[config.mk]
export PLATFORM = sky130hd
export DESIGN_NAME = ambient_auto_brightness_fader_core_flat
export DESIGN_NICKNAME = d
export VERILOG_FILES = /design/src/aabf_pkg.sv /design/src/aabf_if.sv /design/src/ambient_auto_brightness_fader_core.sv /design/src/aabf_ctrl.sv /design/src/aabf_dp.sv /design/src/flat_wrapper.sv
export SDC_FILE = /design/constraint.sdc
export NUM_CORES = 1
export LEC_CHECK = 0
export BUFFER_PORTS_ARGS = -buffer_cell sky130_fd_sc_hd__buf_2
export CAP_MARGIN = 25
export CORE_MARGIN = 10
export CORE_UTILIZATION = 55
export DETAILED_ROUTE_END_ITERATION = 8
export PLACE_DENSITY = 0.72
export SLEW_MARGIN = 20
export SYNTH_ARGS = -nofsm -noshare
export SYNTH_HDL_FRONTEND = slang
export SYNTH_SLANG_ARGS = --single-unit
[constraint.sdc]
create_clock -name clk -period 7.8 [get_ports clk]
set_clock_uncertainty 0.15 [all_clocks]
set_input_delay 0.39 -clock clk [delete_from_list [all_inputs] [get_ports clk]]
set_output_delay 0.39 -clock clk [all_outputs]
set_load 0.005 [all_outputs]
[src/aabf_pkg.sv]
// ----------------------------------------------------------------------------
// aabf_pkg: shared definitions of the auto-brightness fader
// Default widths, configuration register indexes, reset values, controller
// states and the command and status bundles between controller and datapath.
// ----------------------------------------------------------------------------
package aabf_pkg;

	localparam int SENSOR_BITS_DEF = 12;
	localparam int LEVEL_BITS_DEF  = 8;
	localparam int ELAPSED_BITS    = 16;
	localparam int CFG_IDX_BITS    = 3;
	localparam int CFG_DATA_BITS   = 16;

	// configuration register indexes
	localparam logic [CFG_IDX_BITS-1:0] CFG_LEVEL_FLOOR      = 3'd0;
	localparam logic [CFG_IDX_BITS-1:0] CFG_LEVEL_CEIL       = 3'd1;
	localparam logic [CFG_IDX_BITS-1:0] CFG_FADE_STEP_SIZE   = 3'd2;
	localparam logic [CFG_IDX_BITS-1:0] CFG_FADE_STEP_DELAY  = 3'd3;
	localparam logic [CFG_IDX_BITS-1:0] CFG_AMBIENT_INTERVAL = 3'd4;
	localparam logic [CFG_IDX_BITS-1:0] CFG_SENSOR_MIN       = 3'd5;
	localparam logic [CFG_IDX_BITS-1:0] CFG_SENSOR_MAX       = 3'd6;

	// reset values, truncated to the configured widths where they are used
	localparam int LEVEL_FLOOR_RESET      = 0;
	localparam int LEVEL_CEIL_RESET       = 255;
	localparam int FADE_STEP_SIZE_RESET   = 1;
	localparam int FADE_STEP_DELAY_RESET  = 10;
	localparam int AMBIENT_INTERVAL_RESET = 1000;
	localparam int SENSOR_MIN_RESET       = 0;
	localparam int SENSOR_MAX_RESET       = 4095;

	// input op codes
	localparam logic OP_TICK  = 1'b0;
	localparam logic OP_FORCE = 1'b1;

	typedef enum logic [2:0] {
		ST_IDLE,
		ST_FORCE,
		ST_TICK,
		ST_MUL,
		ST_DIV,
		ST_WB,
		ST_DONE
	} state_t;

	typedef struct packed {
		logic accept;    // latch the incoming item
		logic force_lvl; // apply a forced level
		logic tick;      // advance counters, fade, ambient decision
		logic mul;       // form the scaled numerator
		logic div;       // one restoring divide step
		logic wb;        // write the mapped goal level
		logic load_out;  // load the output register
	} cmd_t;

	typedef struct packed {
		logic map_start; // ambient sampling needs the linear map
	} status_t;

endpackage

[src/aabf_if.sv]
// ----------------------------------------------------------------------------
// aabf_if: item channels of the auto-brightness fader
// Valid/ready channels for input items and result items.
// ----------------------------------------------------------------------------
interface aabf_in_if #(
	parameter int SENSOR_BITS = aabf_pkg::SENSOR_BITS_DEF,
	parameter int LEVEL_BITS  = aabf_pkg::LEVEL_BITS_DEF
);
	logic                   valid;
	logic                   ready;
	logic                   op;
	logic [SENSOR_BITS-1:0] light_sample;
	logic [LEVEL_BITS-1:0]  forced_level;

	modport source (output valid, output op, output light_sample, output forced_level,
		input ready);
	modport sink (input valid, input op, input light_sample, input forced_level,
		output ready);
endinterface

interface aabf_out_if #(
	parameter int LEVEL_BITS = aabf_pkg::LEVEL_BITS_DEF
);
	logic                  valid;
	logic                  ready;
	logic [LEVEL_BITS-1:0] duty_level;
	logic [LEVEL_BITS-1:0] target_level;

	modport source (output valid, output duty_level, output target_level, input ready);
	modport sink (input valid, input duty_level, input target_level, output ready);
endinterface

[src/ambient_auto_brightness_fader_core.sv]
// ----------------------------------------------------------------------------
// ambient_auto_brightness_fader_core: ambient-light auto-brightness fader
// Input items are either a one-millisecond tick with a photosensor sample
// (op clear) or a forced brightness level (op set). Each item yields one
// result item carrying the duty level and the target level after it.
// Configuration goes through a plain write port (cfg_we, cfg_index,
// cfg_wdata); write it only while no item is in flight.
// A force goes through the force state and a tick with no linear map through
// the tick state to the done state, which loads the result register and
// raises out_ch.valid once the output is free; a tick whose sampling needs
// the linear map also takes a multiply step, one restoring-divide step per
// quotient bit and a write-back before done. The divider sets the worst case.
// One item is worked on at a time; in_ch.ready is high only when idle.
// The result sits in an output register, so a new item is accepted while an
// earlier result still waits; a stalled receiver holds that result and only
// blocks the following item at the point of loading its own result.
// Reset clears out_ch.valid, loads the register defaults and sets duty and
// target level to the level ceiling default with both elapsed counters at 0.
// ----------------------------------------------------------------------------
module ambient_auto_brightness_fader_core #(
	parameter int SENSOR_BITS = aabf_pkg::SENSOR_BITS_DEF,
	parameter int LEVEL_BITS  = aabf_pkg::LEVEL_BITS_DEF
) (
	input  logic                               clk,
	input  logic                               arst_n,
	aabf_in_if.sink                            in_ch,
	aabf_out_if.source                         out_ch,
	input  logic                               cfg_we,
	input  logic [aabf_pkg::CFG_IDX_BITS-1:0]  cfg_index,
	input  logic [aabf_pkg::CFG_DATA_BITS-1:0] cfg_wdata
);

	aabf_pkg::cmd_t    cmd;
	aabf_pkg::status_t status;

	// sequencing: accept, step through the map, hand the result over
	aabf_ctrl #(
		.LEVEL_BITS (LEVEL_BITS)
	) u_ctrl (
		.clk       (clk),
		.arst_n    (arst_n),
		.in_valid  (in_ch.valid),
		.in_op     (in_ch.op),
		.in_ready  (in_ch.ready),
		.out_ready (out_ch.ready),
		.out_valid (out_ch.valid),
		.cmd       (cmd),
		.status    (status)
	);

	// registers, level state, fade and linear map arithmetic
	aabf_dp #(
		.SENSOR_BITS (SENSOR_BITS),
		.LEVEL_BITS  (LEVEL_BITS)
	) u_dp (
		.clk          (clk),
		.arst_n       (arst_n),
		.cfg_we       (cfg_we),
		.cfg_index    (cfg_index),
		.cfg_wdata    (cfg_wdata),
		.in_op        (in_ch.op),
		.in_sample    (in_ch.light_sample),
		.in_forced    (in_ch.forced_level),
		.cmd          (cmd),
		.status       (status),
		.duty_level   (out_ch.duty_level),
		.target_level (out_ch.target_level)
	);

endmodule

[src/aabf_ctrl.sv]
// ----------------------------------------------------------------------------
// aabf_ctrl: sequencing controller
// Walks one item through force, tick, multiply, divide and write-back, and
// owns the input ready and the output valid.
// ----------------------------------------------------------------------------
module aabf_ctrl #(
	parameter int LEVEL_BITS = aabf_pkg::LEVEL_BITS_DEF
) (
	input  logic              clk,
	input  logic              arst_n,
	input  logic              in_valid,
	input  logic              in_op,
	output logic              in_ready,
	input  logic              out_ready,
	output logic              out_valid,
	output aabf_pkg::cmd_t    cmd,
	input  aabf_pkg::status_t status
);

	localparam int CNT_BITS = $clog2(LEVEL_BITS);

	aabf_pkg::state_t      state_q, state_d;
	logic [CNT_BITS-1:0]   cnt_q;
	logic                  out_valid_q;
	logic                  div_last;
	logic                  out_free;

	assign div_last = (cnt_q == CNT_BITS'(LEVEL_BITS - 1));
	assign out_free = !out_valid_q || out_ready;

	always_comb begin
		state_d = state_q;
		case (state_q)
			aabf_pkg::ST_IDLE: begin
				if (in_valid) begin
					state_d = (in_op == aabf_pkg::OP_FORCE) ? aabf_pkg::ST_FORCE
						: aabf_pkg::ST_TICK;
				end
			end
			aabf_pkg::ST_FORCE: state_d = aabf_pkg::ST_DONE;
			aabf_pkg::ST_TICK: begin
				state_d = status.map_start ? aabf_pkg::ST_MUL : aabf_pkg::ST_DONE;
			end
			aabf_pkg::ST_MUL: state_d = aabf_pkg::ST_DIV;
			aabf_pkg::ST_DIV: begin
				if (div_last) begin
					state_d = aabf_pkg::ST_WB;
				end
			end
			aabf_pkg::ST_WB: state_d = aabf_pkg::ST_DONE;
			aabf_pkg::ST_DONE: begin
				if (out_free) begin
					state_d = aabf_pkg::ST_IDLE;
				end
			end
			default: state_d = aabf_pkg::ST_IDLE;
		endcase
	end

	always_comb begin
		cmd = '0;
		in_ready = 1'b0;
		case (state_q)
			aabf_pkg::ST_IDLE: begin
				in_ready = 1'b1;
				cmd.accept = in_valid;
			end
			aabf_pkg::ST_FORCE: cmd.force_lvl = 1'b1;
			aabf_pkg::ST_TICK:  cmd.tick = 1'b1;
			aabf_pkg::ST_MUL:   cmd.mul = 1'b1;
			aabf_pkg::ST_DIV:   cmd.div = 1'b1;
			aabf_pkg::ST_WB:    cmd.wb = 1'b1;
			aabf_pkg::ST_DONE:  cmd.load_out = out_free;
			default: cmd = '0;
		endcase
	end

	always_ff @(posedge clk or negedge arst_n) begin
		if (!arst_n) begin
			state_q     <= aabf_pkg::ST_IDLE;
			cnt_q       <= '0;
			out_valid_q <= 1'b0;
		end else begin
			state_q <= state_d;
			if (cmd.mul) begin
				cnt_q <= '0;
			end else if (cmd.div) begin
				cnt_q <= cnt_q + CNT_BITS'(1);
			end
			if (cmd.load_out) begin
				out_valid_q <= 1'b1;
			end else if (out_ready) begin
				out_valid_q <= 1'b0;
			end
		end
	end

	assign out_valid = out_valid_q;

endmodule

[src/aabf_dp.sv]
// ----------------------------------------------------------------------------
// aabf_dp: fader datapath
// Configuration registers, level and elapsed-time state, the fade step, the
// sensor clamp, one multiplier and a restoring divider, and the result register.
// ----------------------------------------------------------------------------
module aabf_dp #(
	parameter int SENSOR_BITS = aabf_pkg::SENSOR_BITS_DEF,
	parameter int LEVEL_BITS  = aabf_pkg::LEVEL_BITS_DEF
) (
	input  logic                                clk,
	input  logic                                arst_n,
	input  logic                                cfg_we,
	input  logic [aabf_pkg::CFG_IDX_BITS-1:0]   cfg_index,
	input  logic [aabf_pkg::CFG_DATA_BITS-1:0]  cfg_wdata,
	input  logic                                in_op,
	input  logic [SENSOR_BITS-1:0]              in_sample,
	input  logic [LEVEL_BITS-1:0]               in_forced,
	input  aabf_pkg::cmd_t                      cmd,
	output aabf_pkg::status_t                   status,
	output logic [LEVEL_BITS-1:0]               duty_level,
	output logic [LEVEL_BITS-1:0]               target_level
);

	localparam int S  = SENSOR_BITS;
	localparam int L  = LEVEL_BITS;
	localparam int EB = aabf_pkg::ELAPSED_BITS;

	// configuration
	logic [L-1:0]  bmin_q, bmax_q, step_size_q;
	logic [EB-1:0] delay_q, interval_q;
	logic [S-1:0]  smin_q, smax_q;

	// state
	logic [L-1:0]  cur_q, goal_q;
	logic [EB-1:0] fade_cnt_q, amb_cnt_q;

	// latched item
	logic          op_q;
	logic [S-1:0]  sample_q;
	logic [L-1:0]  forced_q;

	// linear map
	logic [S-1:0]  d_q, den_q, rem_q;
	logic [L-1:0]  mag_q, lo_q;
	logic          neg_q;

	// result register
	logic [L-1:0]  duty_q, target_q;

	always_ff @(posedge clk or negedge arst_n) begin
		if (!arst_n) begin
			bmin_q      <= L'(aabf_pkg::LEVEL_FLOOR_RESET);
			bmax_q      <= L'(aabf_pkg::LEVEL_CEIL_RESET);
			step_size_q <= L'(aabf_pkg::FADE_STEP_SIZE_RESET);
			delay_q     <= EB'(aabf_pkg::FADE_STEP_DELAY_RESET);
			interval_q  <= EB'(aabf_pkg::AMBIENT_INTERVAL_RESET);
			smin_q      <= S'(aabf_pkg::SENSOR_MIN_RESET);
			smax_q      <= S'(aabf_pkg::SENSOR_MAX_RESET);
		end else if (cfg_we) begin
			case (cfg_index)
				aabf_pkg::CFG_LEVEL_FLOOR:      bmin_q      <= cfg_wdata[L-1:0];
				aabf_pkg::CFG_LEVEL_CEIL:       bmax_q      <= cfg_wdata[L-1:0];
				aabf_pkg::CFG_FADE_STEP_SIZE:   step_size_q <= cfg_wdata[L-1:0];
				aabf_pkg::CFG_FADE_STEP_DELAY:  delay_q     <= cfg_wdata[EB-1:0];
				aabf_pkg::CFG_AMBIENT_INTERVAL: interval_q  <= cfg_wdata[EB-1:0];
				aabf_pkg::CFG_SENSOR_MIN:       smin_q      <= cfg_wdata[S-1:0];
				aabf_pkg::CFG_SENSOR_MAX:       smax_q      <= cfg_wdata[S-1:0];
				default: ;
			endcase
		end
	end

	// force clamp
	logic [L-1:0] forced_clamped;
	assign forced_clamped = (forced_q < bmin_q) ? bmin_q
		: ((forced_q > bmax_q) ? bmax_q : forced_q);

	// saturating elapsed counters
	logic [EB-1:0] fade_inc, amb_inc;
	assign fade_inc = (fade_cnt_q == '1) ? fade_cnt_q : fade_cnt_q + EB'(1);
	assign amb_inc  = (amb_cnt_q == '1) ? amb_cnt_q : amb_cnt_q + EB'(1);

	// fade step
	logic         fade_fire, going_up;
	logic [L-1:0] distance, fade_amt, cur_faded;
	assign going_up  = goal_q > cur_q;
	assign distance  = going_up ? goal_q - cur_q : cur_q - goal_q;
	assign fade_amt  = (step_size_q < distance) ? step_size_q : distance;
	assign cur_faded = going_up ? cur_q + fade_amt : cur_q - fade_amt;
	assign fade_fire = (cur_q != goal_q) && (fade_inc >= delay_q);

	// ambient sampling
	logic         amb_fire, bounds_equal, bounds_swapped;
	logic [S-1:0] x_clamped;
	assign amb_fire       = amb_inc >= interval_q;
	assign bounds_equal   = smin_q == smax_q;
	assign bounds_swapped = smin_q > smax_q;
	assign x_clamped = (sample_q < smin_q) ? smin_q
		: ((sample_q > smax_q) ? smax_q : sample_q);

	assign status.map_start = cmd.tick && (op_q == aabf_pkg::OP_TICK) && amb_fire
		&& !bounds_equal && !bounds_swapped;

	// numerator and restoring divide step
	logic [S+L-1:0] prod;
	logic [S:0]     trial, trial_diff;
	logic           q_bit;
	assign prod       = (S+L)'(d_q) * (S+L)'(mag_q);
	assign trial      = {rem_q, lo_q[L-1]};
	assign trial_diff = trial - {1'b0, den_q};
	assign q_bit      = trial >= {1'b0, den_q};

	always_ff @(posedge clk) begin
		if (cmd.accept) begin
			op_q     <= in_op;
			sample_q <= in_sample;
			forced_q <= in_forced;
		end
		if (cmd.tick) begin
			d_q   <= x_clamped - smin_q;
			den_q <= smax_q - smin_q;
			neg_q <= bmax_q < bmin_q;
			mag_q <= (bmax_q < bmin_q) ? bmin_q - bmax_q : bmax_q - bmin_q;
		end
		if (cmd.mul) begin
			rem_q <= prod[S+L-1:L];
			lo_q  <= prod[L-1:0];
		end else if (cmd.div) begin
			rem_q <= q_bit ? trial_diff[S-1:0] : trial[S-1:0];
			lo_q  <= {lo_q[L-2:0], q_bit};
		end
		if (cmd.load_out) begin
			duty_q   <= cur_q;
			target_q <= goal_q;
		end
	end

	always_ff @(posedge clk or negedge arst_n) begin
		if (!arst_n) begin
			cur_q      <= L'(aabf_pkg::LEVEL_CEIL_RESET);
			goal_q     <= L'(aabf_pkg::LEVEL_CEIL_RESET);
			fade_cnt_q <= '0;
			amb_cnt_q  <= '0;
		end else begin
			if (cmd.force_lvl) begin
				cur_q  <= forced_clamped;
				goal_q <= forced_clamped;
			end else if (cmd.tick) begin
				fade_cnt_q <= fade_fire ? '0 : fade_inc;
				amb_cnt_q  <= amb_fire ? '0 : amb_inc;
				if (fade_fire) begin
					cur_q <= cur_faded;
				end
				if (amb_fire && bounds_equal) begin
					goal_q <= bmin_q;
				end else if (amb_fire && bounds_swapped) begin
					goal_q <= (sample_q < smin_q) ? bmin_q : bmax_q;
				end
			end else if (cmd.wb) begin
				goal_q <= neg_q ? bmin_q - lo_q : bmin_q + lo_q;
			end
		end
	end

	assign duty_level   = duty_q;
	assign target_level = target_q;

endmodule

[src/flat_wrapper.sv]
// flat-port wrapper written by rule: the top's interface ports become plain ports
module ambient_auto_brightness_fader_core_flat 
#(
	parameter int SENSOR_BITS = aabf_pkg::SENSOR_BITS_DEF,
	parameter int LEVEL_BITS  = aabf_pkg::LEVEL_BITS_DEF
)
  (clk, arst_n, cfg_we, cfg_index, cfg_wdata, in_ch_valid, in_ch_op, in_ch_light_sample, in_ch_forced_level, in_ch_ready, out_ch_valid, out_ch_duty_level, out_ch_target_level, out_ch_ready);
  aabf_in_if #(.SENSOR_BITS(SENSOR_BITS), .LEVEL_BITS(LEVEL_BITS)) in_ch_i ();
  aabf_out_if #(.LEVEL_BITS(LEVEL_BITS)) out_ch_i ();
  input  logic clk;
  input  logic arst_n;
  input  logic cfg_we;
  input  logic [aabf_pkg::CFG_IDX_BITS-1:0] cfg_index;
  input  logic [aabf_pkg::CFG_DATA_BITS-1:0] cfg_wdata;
  input wire logic [$bits(in_ch_i.valid)-1:0] in_ch_valid;
  input wire logic [$bits(in_ch_i.op)-1:0] in_ch_op;
  input wire logic [$bits(in_ch_i.light_sample)-1:0] in_ch_light_sample;
  input wire logic [$bits(in_ch_i.forced_level)-1:0] in_ch_forced_level;
  output wire logic [$bits(in_ch_i.ready)-1:0] in_ch_ready;
  output wire logic [$bits(out_ch_i.valid)-1:0] out_ch_valid;
  output wire logic [$bits(out_ch_i.duty_level)-1:0] out_ch_duty_level;
  output wire logic [$bits(out_ch_i.target_level)-1:0] out_ch_target_level;
  input wire logic [$bits(out_ch_i.ready)-1:0] out_ch_ready;
  assign in_ch_i.valid = in_ch_valid;
  assign in_ch_i.op = in_ch_op;
  assign in_ch_i.light_sample = in_ch_light_sample;
  assign in_ch_i.forced_level = in_ch_forced_level;
  assign in_ch_ready = in_ch_i.ready;
  assign out_ch_valid = out_ch_i.valid;
  assign out_ch_duty_level = out_ch_i.duty_level;
  assign out_ch_target_level = out_ch_i.target_level;
  assign out_ch_i.ready = out_ch_ready;
  ambient_auto_brightness_fader_core #(.SENSOR_BITS(SENSOR_BITS), .LEVEL_BITS(LEVEL_BITS)) u_core (.clk(clk), .arst_n(arst_n), .in_ch(in_ch_i), .out_ch(out_ch_i), .cfg_we(cfg_we), .cfg_index(cfg_index), .cfg_wdata(cfg_wdata));
endmodule
==> results.ini, run 1 <==
[job]
drv_cap=0

[setup_path]
cpPeakStageDelay_ps=580
end_kind=flop
path_delay_family=compound AO/OA/AOI/OAI gates
worst-path-buf-inv=1
critPathLaunch=u_core.u_dp.cur_q[5]$_DFFE_PN1P_
path_common_cell=o21ai_0
path_class=flop to flop
endpoint=u_core.u_dp.cur_q[7]$_DFFE_PN1P_
r2r_cells=26
start_kind=flop
cp.depth=26
cp.arrival_ps=7280
worstPathRequired_ps=8140
slowest_stage=o21ai_2
rr_startpoint=u_core.u_dp.cur_q[5]$_DFFE_PN1P_
r2r_end=u_core.u_dp.cur_q[7]$_DFFE_PN1P_
crit_path_max_fanout=13
reg2reg_setup_slack_ps=860

[clock_tree]
cts-resized-gates=0
htreeDepth=1
clock_latency_ps=570
clock_sinks=225
path_clk_slew_ps=60
cts_tree=yes
clock_path_buffers=3
cts_inserted_buffers=26
cts-root-buf=clkbuf_16

[final_layout]
area_delta_synth_final_pct=11.0
nets=2344
drive_gt1_frac=0.116

[floorplan]
io_pins=63
die_area_sq_um=40900
die_w_um=202
core_sq_um=32600
rows=66
die_y_um=202
start_util=0.560

[grt]
grt_max_degree=74
antenna_found_initial=2
grt.total_usage=0.218
grt_pass1_wl_mm=73.5
grt_pass1_vias=14200
overflow=0

[timing]
hold_viol_final=0
finalSetupViolCount=0
fmax_ghz=0.144
period_share=0.890
drv_slew=0
fin_crit_ps=6940
setup_tns_ps=0
tightest_slew_ps=946
maxSlewHeadroom=0.367
grt_setup_unrepaired=no

[synth]
synth_top_cell_area_share=0.148
synth.avg_cell_area_sq_um=9.37
synth-seq-cells=225
synth_edf_count=90
synthCells=1949
yosysSeqAreaShare=0.336
syn_area_sq_um=18300
synth_fp_nets=2262
synthArstFlopShare=0.600
ys_types=71
synth_ff_type=edfxtp_1
synth_warnings=0
synth_largest_area_cell=edfxtp_1
ys_top_cells_by_area=edfxtp_1 15%, ha_1 14%, dfrtp_1 12%, fa_1 7.6%, dfstp_2 6.5%

[drt]
routed_via_density=5.73
first_pass_iters=6
vias=14300
wl_per_cell_um=18.4
ant_nets=0
drt-total-wl_mm=45.8
drc=0
drt_iter0_markers=1117

[placed_design]
port-buffer-count=62
globalplace.congestion=0.915
dp_hpwl_mm=35.0

[worst_hold_path]
hold_path.class=primary input to flop
hp-start=cfg_wdata[11]

[run_status]
status=completed

-- flip-flops by register name (all words and copies together), names as in the netlist, 3 cells and up --
name / cells
u_core.u_ctrl.cnt_q: 3
u_core.u_ctrl.state_q: 3
u_core.u_dp.amb_cnt_q: 16
u_core.u_dp.bmax_q: 8
u_core.u_dp.bmin_q: 8
u_core.u_dp.cur_q: 8
u_core.u_dp.d_q: 12
u_core.u_dp.delay_q: 16
u_core.u_dp.den_q: 12
u_core.u_dp.duty_level: 8
u_core.u_dp.fade_cnt_q: 16
u_core.u_dp.forced_q: 8
u_core.u_dp.goal_q: 8
u_core.u_dp.interval_q: 16
u_core.u_dp.lo_q: 8
u_core.u_dp.mag_q: 8
u_core.u_dp.rem_q: 12
u_core.u_dp.sample_q: 12
u_core.u_dp.smax_q: 12
u_core.u_dp.smin_q: 12
u_core.u_dp.step_size_q: 8
u_core.u_dp.target_level: 8
-- stage by stage --
| step | hold WS, ps | instances | cell area (sq um) | setup WS [ps] | utilization |
|---|---|---|---|---|---|
| 2_1_floorplan | -55.6 | 1949 | 18300 | 1750 | - |
| 3_3_place_gp | 300 | 2406 | 19000 | 1020 | 0.583 |
| 3_5_place_dp | 305 | 2407 | 19000 | 936 | 0.583 |
| 4_1_cts | 11.0 | 2492 | 20300 | 903 | 0.621 |
| 5_1_grt | 45.4 | 2494 | 20300 | 334 | 0.621 |
| 6_report | 23.6 | 2495 | 20300 | 856 | 0.621 |
-- cell usage after synthesis (10+ instances only) --
library cell    n
a211oi_1       15
a21boi_0       14
a21o_1         45
a21oi_1       127
and2_1         54
and3_1         15
clkbuf_1       52
dfrtp_1        90
dfstp_2        45
edfxtp_1       90
fa_1           69
ha_1          199
inv_1         214
mux2_2         61
mux2i_1        36
nand2_1       212
nand2b_1       23
nand3_1        24
nand4_1        25
nor2_1        104
nor2b_1        28
nor3_1         34
o211ai_1       15
o21a_1         14
o21ai_0       124
o21bai_1       11
o31ai_1        10
or3_1          10
xnor2_1        61
xor2_1         32
-- cell type report --
type                    count  area, sq um
diodes                      2         5.00
clock buffers              36          718
clock inverters            12          146
fillers                  2728        12300
inverters                 215          807
multi-input cells        1447        11100
flip-flops and latches    225         6140
well taps                 442          553
repair buffers            116          826
-- worst min-delay path by stage --
stage	to	slack, ps	cells past startpoint
floorplan	u_core.u_ctrl.cnt_q[0]$_DFFE_PN0P_	-60	0
global placement	u_core.u_dp.fade_cnt_q[12]$_DFFE_PN0P_	300	1
CTS	u_core.u_dp.bmax_q[2]$_DFFE_PN1P_	10	3
finish	u_core.u_dp.interval_q[11]$_DFFE_PN0P_	20	3
global route	u_core.u_dp.bmax_q[2]$_DFFE_PN1P_	50	3
detailed placement	u_core.u_dp.fade_cnt_q[13]$_DFFE_PN0P_	310	1
-- cell usage in the layout, fill, tap and decap left out, drive strengths merged, types with 9 or more instances in the layout --
cell type / synthesis / final
xnor2: 61 / 61
nor3: 34 / 34
clkbuf: 52 / 36
nand2: 212 / 212
fa: 69 / 69
o211ai: 15 / 15
mux2: 62 / 62
nand2b: 23 / 23
buf: 10 / 79
inv: 215 / 216
ha: 199 / 199
nand3: 24 / 24
edfxtp: 90 / 90
nor2b: 28 / 28
o31ai: 11 / 11
a31oi: 9 / 9
and2: 54 / 54
nand4: 25 / 25
dfstp: 45 / 45
xor2: 32 / 32
or3: 10 / 10
mux2i: 36 / 36
dlygate4sd3: 0 / 37
and3: 15 / 15
a21oi: 127 / 127
a21boi: 14 / 14
o21ai: 127 / 127
o21bai: 11 / 11
dfrtp: 90 / 90
a21o: 45 / 45
o21a: 14 / 14
nor2: 104 / 104
a211oi: 15 / 15
-- metal layers --
layer / up-vias / wire length, um / global-route usage
met4: 0 / 1360 / 0.0671
li1: 6916 / - / -
met2: 378 / 21100 / 0.353
met3: 76 / 2400 / 0.0305
met1: 6933 / 21000 / 0.296
met5: - / 0 / 0
-- cells by family after synthesis --
kind of cell,Yosys count,synth area share
buffers and inverters,277,0.0581
flip-flops,225,0.336
XOR/XNOR,93,0.0446
AND/OR/NAND/NOR,551,0.143
multiplexers,98,0.0581
AO/OA/AOI/OAI,437,0.148
adder cells (fa/ha/maj),268,0.212
-- worst register-to-register path, cell delays in order, from the launching register on --
cell and delay (ps):
dfstp_2 560, inv_1 60, ha_1 390, a211oi_1 270
o21bai_1 230, o21ai_2 580, mux2_2 430, a21o_1 160
a21oi_1 160, xor2_1 340, ha_1 320, a21o_1 160
a21oi_1 160, o21a_1 160, nand3_1 120, o21ai_0 330
ha_1 290, nor2b_1 130, o21ai_0 250, a21boi_0 180
o21ai_0 260, a21boi_0 160, o21ai_0 220, a21oi_1 110
or3_1 360, a211oi_1 210, nand3b_1 130
-- timing repair --
action | 4_1_cts | 5_1_grt
hold endpoints to repair | 95 | 0
setup buffers | 0 | 0
hold buffers | 37 | 0
Power of run 1 is left out: the tool's default activity adds up to more than one toggle a clock period on the data nets, which glitch-free logic cannot reach.
==> run 2: changes to the inputs <==
- CORE_UTILIZATION: 55 -> 59
- PLACE_DENSITY: 0.72 -> 0.76
==> results.ini, run 2 (synthesis results as in run 1) <==
[timing]
drv_slew=0  ; unchanged
tightest_slew_ps=1080  ; was 946 ps
fmax_ghz=0.142  ; was 0.144 GHz
hold_viol_final=0  ; unchanged
fin_crit_ps=7030  ; was 6940 ps
maxSlewHeadroom=0.277  ; was 0.367
grt_setup_unrepaired=no  ; unchanged
period_share=0.901  ; was 0.890
hold_slack_ps=37.0  ; was 23.6 ps
setup_tns_ps=0  ; unchanged
finalSetupViolCount=0  ; unchanged

[clock_tree]
path_clk_slew_ps=60  ; about the same
clock_sinks=225  ; unchanged
post_cts_buffers=0  ; unchanged
cts_tree=yes  ; unchanged
cts-root-buf=clkbuf_16  ; unchanged
clock_path_buffers=3  ; unchanged
clock_latency_ps=540  ; was 570 ps
cts_inserted_buffers=26  ; unchanged
htreeDepth=1  ; unchanged

[floorplan]
die_y_um=196  ; was 202 um
rows=64  ; was 66
start_util=0.597  ; was 0.560
io_pins=63  ; unchanged
core_sq_um=30600  ; was 32,600 sq um
die_w_um=196  ; was 202 um
die_area_sq_um=38400  ; was 40,900 sq um

[worst_hold_path]
whs_path_depth=3  ; unchanged
hold_path.class=primary input to flop  ; unchanged

[drt]
ant_nets=0  ; unchanged
drt-total-wl_mm=45.5  ; was 45.8 mm
first_pass_iters=5  ; was 6
routed_via_density=5.91  ; was 5.73
vias=14400  ; was 14.3k
drc=0  ; unchanged
wl_per_cell_um=18.7  ; was 18.4 um
drt_iter0_markers=1187  ; was 1,117

[final_layout]
fill_cells=2483  ; was 2,728
drive_gt1_frac=0.117  ; was 0.116
multi_input_area_sq_um=11100  ; about the same
seqCellArea_sq_um=6140  ; unchanged
nets=2332  ; was 2,344
mostFrequentLayoutCells=214 x inv_1, 212 x nand2_1, 199 x ha_1  ; unchanged
final_common_cell=inv_1  ; unchanged
area_delta_synth_final_pct=10.5  ; was 11.0%

[grt]
grt_pass1_vias=14300  ; was 14.2k
grt_pass1_wl_mm=74.4  ; was 73.5 mm
grt_max_degree=71  ; was 74
overflow=0  ; unchanged
antenna_found_initial=2  ; unchanged
grt.total_usage=0.235  ; was 0.218

[placed_design]
dp_hpwl_mm=34.5  ; was 35.0 mm
globalplace.congestion=0.935  ; was 0.915
port-buffer-count=62  ; unchanged

[setup_path]
cp.arrival_ps=7360  ; was 7280 ps
worstPathRequired_ps=8130  ; was 8140 ps
cpPeakStageDelay_ps=580  ; about the same
slowest_stage=o21ai_2  ; unchanged
path_common_cell=o21ai_0  ; unchanged
end_kind=flop  ; unchanged
path_class=flop to flop  ; unchanged
start_kind=flop  ; unchanged
crit_path_max_fanout=13  ; unchanged
r2r_cells=26  ; unchanged

[run_status]
status=completed  ; unchanged

[job]
drv_cap=0  ; unchanged

-- run 2: cell types whose count changed in the layout (fill, tap and decap cells not counted), sizes merged --
cell / previous run / this run
buf: 79 / 75
bufinv: 2 / 0
clkbuf: 36 / 43
clkinv: 8 / 2
clkinvlp: 1 / 0
diode: 2 / 1
dlygate4sd3: 37 / 29
inv: 216 / 218
-- run 2: path summary, 6_finish.rpt --
check | slack (ps) | to | from
worst max-delay path | 770 | u_core.u_dp.cur_q[7]$_DFFE_PN1P_ | u_core.u_dp.cur_q[5]$_DFFE_PN1P_
worst min-delay path | 40 | u_core.u_dp.bmax_q[0]$_DFFE_PN1P_ | cfg_wdata[0]
worst max register to register | 770 | u_core.u_dp.cur_q[7]$_DFFE_PN1P_ | u_core.u_dp.cur_q[5]$_DFFE_PN1P_
worst min register to register | 350 | u_core.u_dp.delay_q[14]$_DFFE_PN0P_ | u_core.u_dp.delay_q[14]$_DFFE_PN0P_
max in group asynchronous | 5890 | u_core.u_ctrl.out_valid$_DFFE_PN0P_ | arst_n
min in group asynchronous | 240 | u_core.u_dp.fade_cnt_q[14]$_DFFE_PN0P_ | arst_n
-- run 2: routing by layer --
metal,vias up,track usage,share of wire
met5,-,0,0.00029
li1,6899,-,-
met1,6963,0.322,0.45
met2,457,0.381,0.46
met3,77,0.0350,0.064
met4,2,0.0625,0.023
-- run 2: area by class of cell --
type                       instances  share of cell area
inverter                         215              0.0400
timing repair buffer             104              0.0355
clock inverter                     5             0.00167
multi-input combinational       1447               0.549
sequential                       225               0.304
clock buffer                      43              0.0446
tap                              396              0.0245
antenna                            1            0.000124
-- run 2: metrics by stage --
stage	area, sq um	worst slack (ps)	cells	utilization
2_1_floorplan	18300	1750	1949	-
6_report	20200	771	2436	0.660
3_5_place_dp	18900	881	2357	0.619
5_1_grt	20200	314	2435	0.660
4_1_cts	20200	868	2434	0.659
3_3_place_gp	18900	989	2356	0.618
-- run 2: worst max-delay path, delay by kind of cell, from the launching register on --
| kind | cells | cell delay [ps] |
|---|---|---|
| AO/OA/AOI/OAI | 16 | 3570 |
| adder cells (fa/ha/maj) | 3 | 1020 |
| AND/OR/NAND/NOR | 4 | 850 |
| flip-flops | 1 | 560 |
| multiplexers | 1 | 430 |
| XOR/XNOR | 1 | 300 |
| buffers and inverters | 1 | 80 |
-- run 2: what timing repair did --
item,4_1_cts,5_1_grt
hold buffers,29,0
gates resized for setup,0,0
endpoints found under the hold margin,70,0
Power of run 2 is left out for the same reason.
==> run 3: changes to the inputs <==
- CORE_MARGIN: 10 -> 3
==> results.ini, run 3 (synthesis results as in run 1) <==
[run_status]
status=completed  ; unchanged

[drt]
vias=14300  ; was 14.4k
ant_nets=0  ; unchanged
drc=0  ; unchanged
drt_iter0_markers=997  ; was 1,187
wl_per_cell_um=18.0  ; was 18.7 um
first_pass_iters=5  ; unchanged
routed_via_density=5.90  ; was 5.91
drt-total-wl_mm=43.7  ; was 45.5 mm

[setup_path]
end_kind=flop  ; unchanged
reg2reg_setup_slack_ps=530  ; was 770 ps
worst-path-buf-inv=1  ; unchanged
cp.arrival_ps=7610  ; was 7360 ps
slowest_stage=o21ai_2  ; unchanged
cpPeakStageDelay_ps=590  ; was 580 ps
path_class=flop to flop  ; unchanged
crit_path_max_fanout=13  ; unchanged
worstPathRequired_ps=8140  ; was 8130 ps
path_delay_family=compound AO/OA/AOI/OAI gates  ; unchanged
start_kind=flop  ; unchanged
path_common_cell=o21ai_0  ; unchanged

[floorplan]
start_util=0.607  ; was 0.597
rows=63  ; was 64
core_sq_um=30100  ; was 30,600 sq um
die_y_um=182  ; was 196 um
die_area_sq_um=33100  ; was 38,400 sq um
die_w_um=182  ; was 196 um
io_pins=63  ; unchanged

[final_layout]
mostFrequentLayoutCells=214 x inv_1, 212 x nand2_1, 199 x ha_1  ; unchanged
final_common_cell=inv_1  ; unchanged
drive_gt1_frac=0.114  ; was 0.117
multi_input_area_sq_um=11100  ; about the same
area_delta_synth_final_pct=10.0  ; was 10.5%
fill_cells=2373  ; was 2,483
nets=2331  ; was 2,332
final_util=0.668  ; was 0.660
diodes=0  ; was 1
seqCellArea_sq_um=6140  ; unchanged

[clock_tree]
htreeDepth=1  ; unchanged
cts_tree=yes  ; unchanged
post_cts_buffers=0  ; unchanged
clock_sinks=225  ; unchanged
cts-root-buf=clkbuf_16  ; unchanged
cts_inserted_buffers=26  ; unchanged
path_clk_slew_ps=60  ; about the same
clock_latency_ps=550  ; was 540 ps
clock_path_buffers=3  ; unchanged

[timing]
hold_slack_ps=2.51  ; was 37.0 ps
setup_tns_ps=0  ; unchanged
fmax_ghz=0.138  ; was 0.142 GHz
grt_setup_unrepaired=no  ; unchanged
timing.final.ws_setup_ps=534  ; was 771 ps
hold_viol_final=0  ; unchanged
tightest_slew_ps=1010  ; was 1080 ps
finalSetupViolCount=0  ; unchanged
drv_slew=0  ; unchanged
fin_crit_ps=7270  ; was 7030 ps
maxSlewHeadroom=0.328  ; was 0.277
period_share=0.931  ; was 0.901

[worst_hold_path]
hold_path.class=primary input to flop  ; unchanged

[placed_design]
port-buffer-count=62  ; unchanged
dp_slack_ps=784  ; was 881 ps
dp_hpwl_mm=32.4  ; was 34.5 mm
globalplace.congestion=0.950  ; was 0.935

[grt]
overflow=0  ; unchanged
antenna_found_initial=0  ; was 2
grt_pass1_vias=14300  ; about the same
grt.total_usage=0.263  ; was 0.235
grt_pass1_wl_mm=72.0  ; was 74.4 mm
grt_max_degree=82  ; was 71

[job]
drv_cap=0  ; unchanged

-- run 3: final timing paths --
check | from | endpoint | cells after the start
max in group asynchronous | arst_n | u_core.u_dp.smax_q[9]$_DFFE_PN1P_ | 4
worst min register to register | u_core.u_dp.delay_q[12]$_DFFE_PN0P_ | u_core.u_dp.delay_q[12]$_DFFE_PN0P_ | 1
worst min-delay path | cfg_wdata[10] | u_core.u_dp.interval_q[10]$_DFFE_PN0P_ | 3
worst max register to register | u_core.u_dp.cur_q[5]$_DFFE_PN1P_ | u_core.u_dp.cur_q[7]$_DFFE_PN1P_ | 26
worst max-delay path | u_core.u_dp.cur_q[5]$_DFFE_PN1P_ | u_core.u_dp.cur_q[7]$_DFFE_PN1P_ | 26
min in group asynchronous | arst_n | u_core.u_dp.fade_cnt_q[14]$_DFFE_PN0P_ | 2
-- run 3: per-stage QoR --
stage,cells,area (sq um)
6_report,2428,20100
5_1_grt,2428,20100
4_1_cts,2427,20100
3_5_place_dp,2352,18900
3_3_place_gp,2351,18900
2_1_floorplan,1949,18300
-- run 3: cell type report --
| cell class | instances | share of cell area |
|---|---|---|
| Timing Repair Buffer | 103 | 0.0356 |
| Clock buffer | 40 | 0.0370 |
| Multi-Input combinational cell | 1447 | 0.551 |
| Tap cell | 390 | 0.0243 |
| Clock inverter | 8 | 0.00635 |
| Inverter | 215 | 0.0401 |
| Sequential cell | 225 | 0.305 |
-- run 3: what timing repair did --
item | in CTS | in global routing
resized for setup | 0 | 0
endpoints found under the hold margin | 64 | 0
hold buffers | 27 | 0
-- run 3: worst min-delay path: stages --
cell and delay (ps):
buf_2 150, nand2_1 60, o21ai_0 60
-- run 3: layer usage --
layer  vias up  global-route usage  wire [um]
li1       6910                   -          -
met3        68              0.0397       2570
met5         -                   0          0
met1      6924               0.365      19600
met2       419               0.435      20500
met4         0              0.0667       1000
Power of run 3 is left out for the same reason.
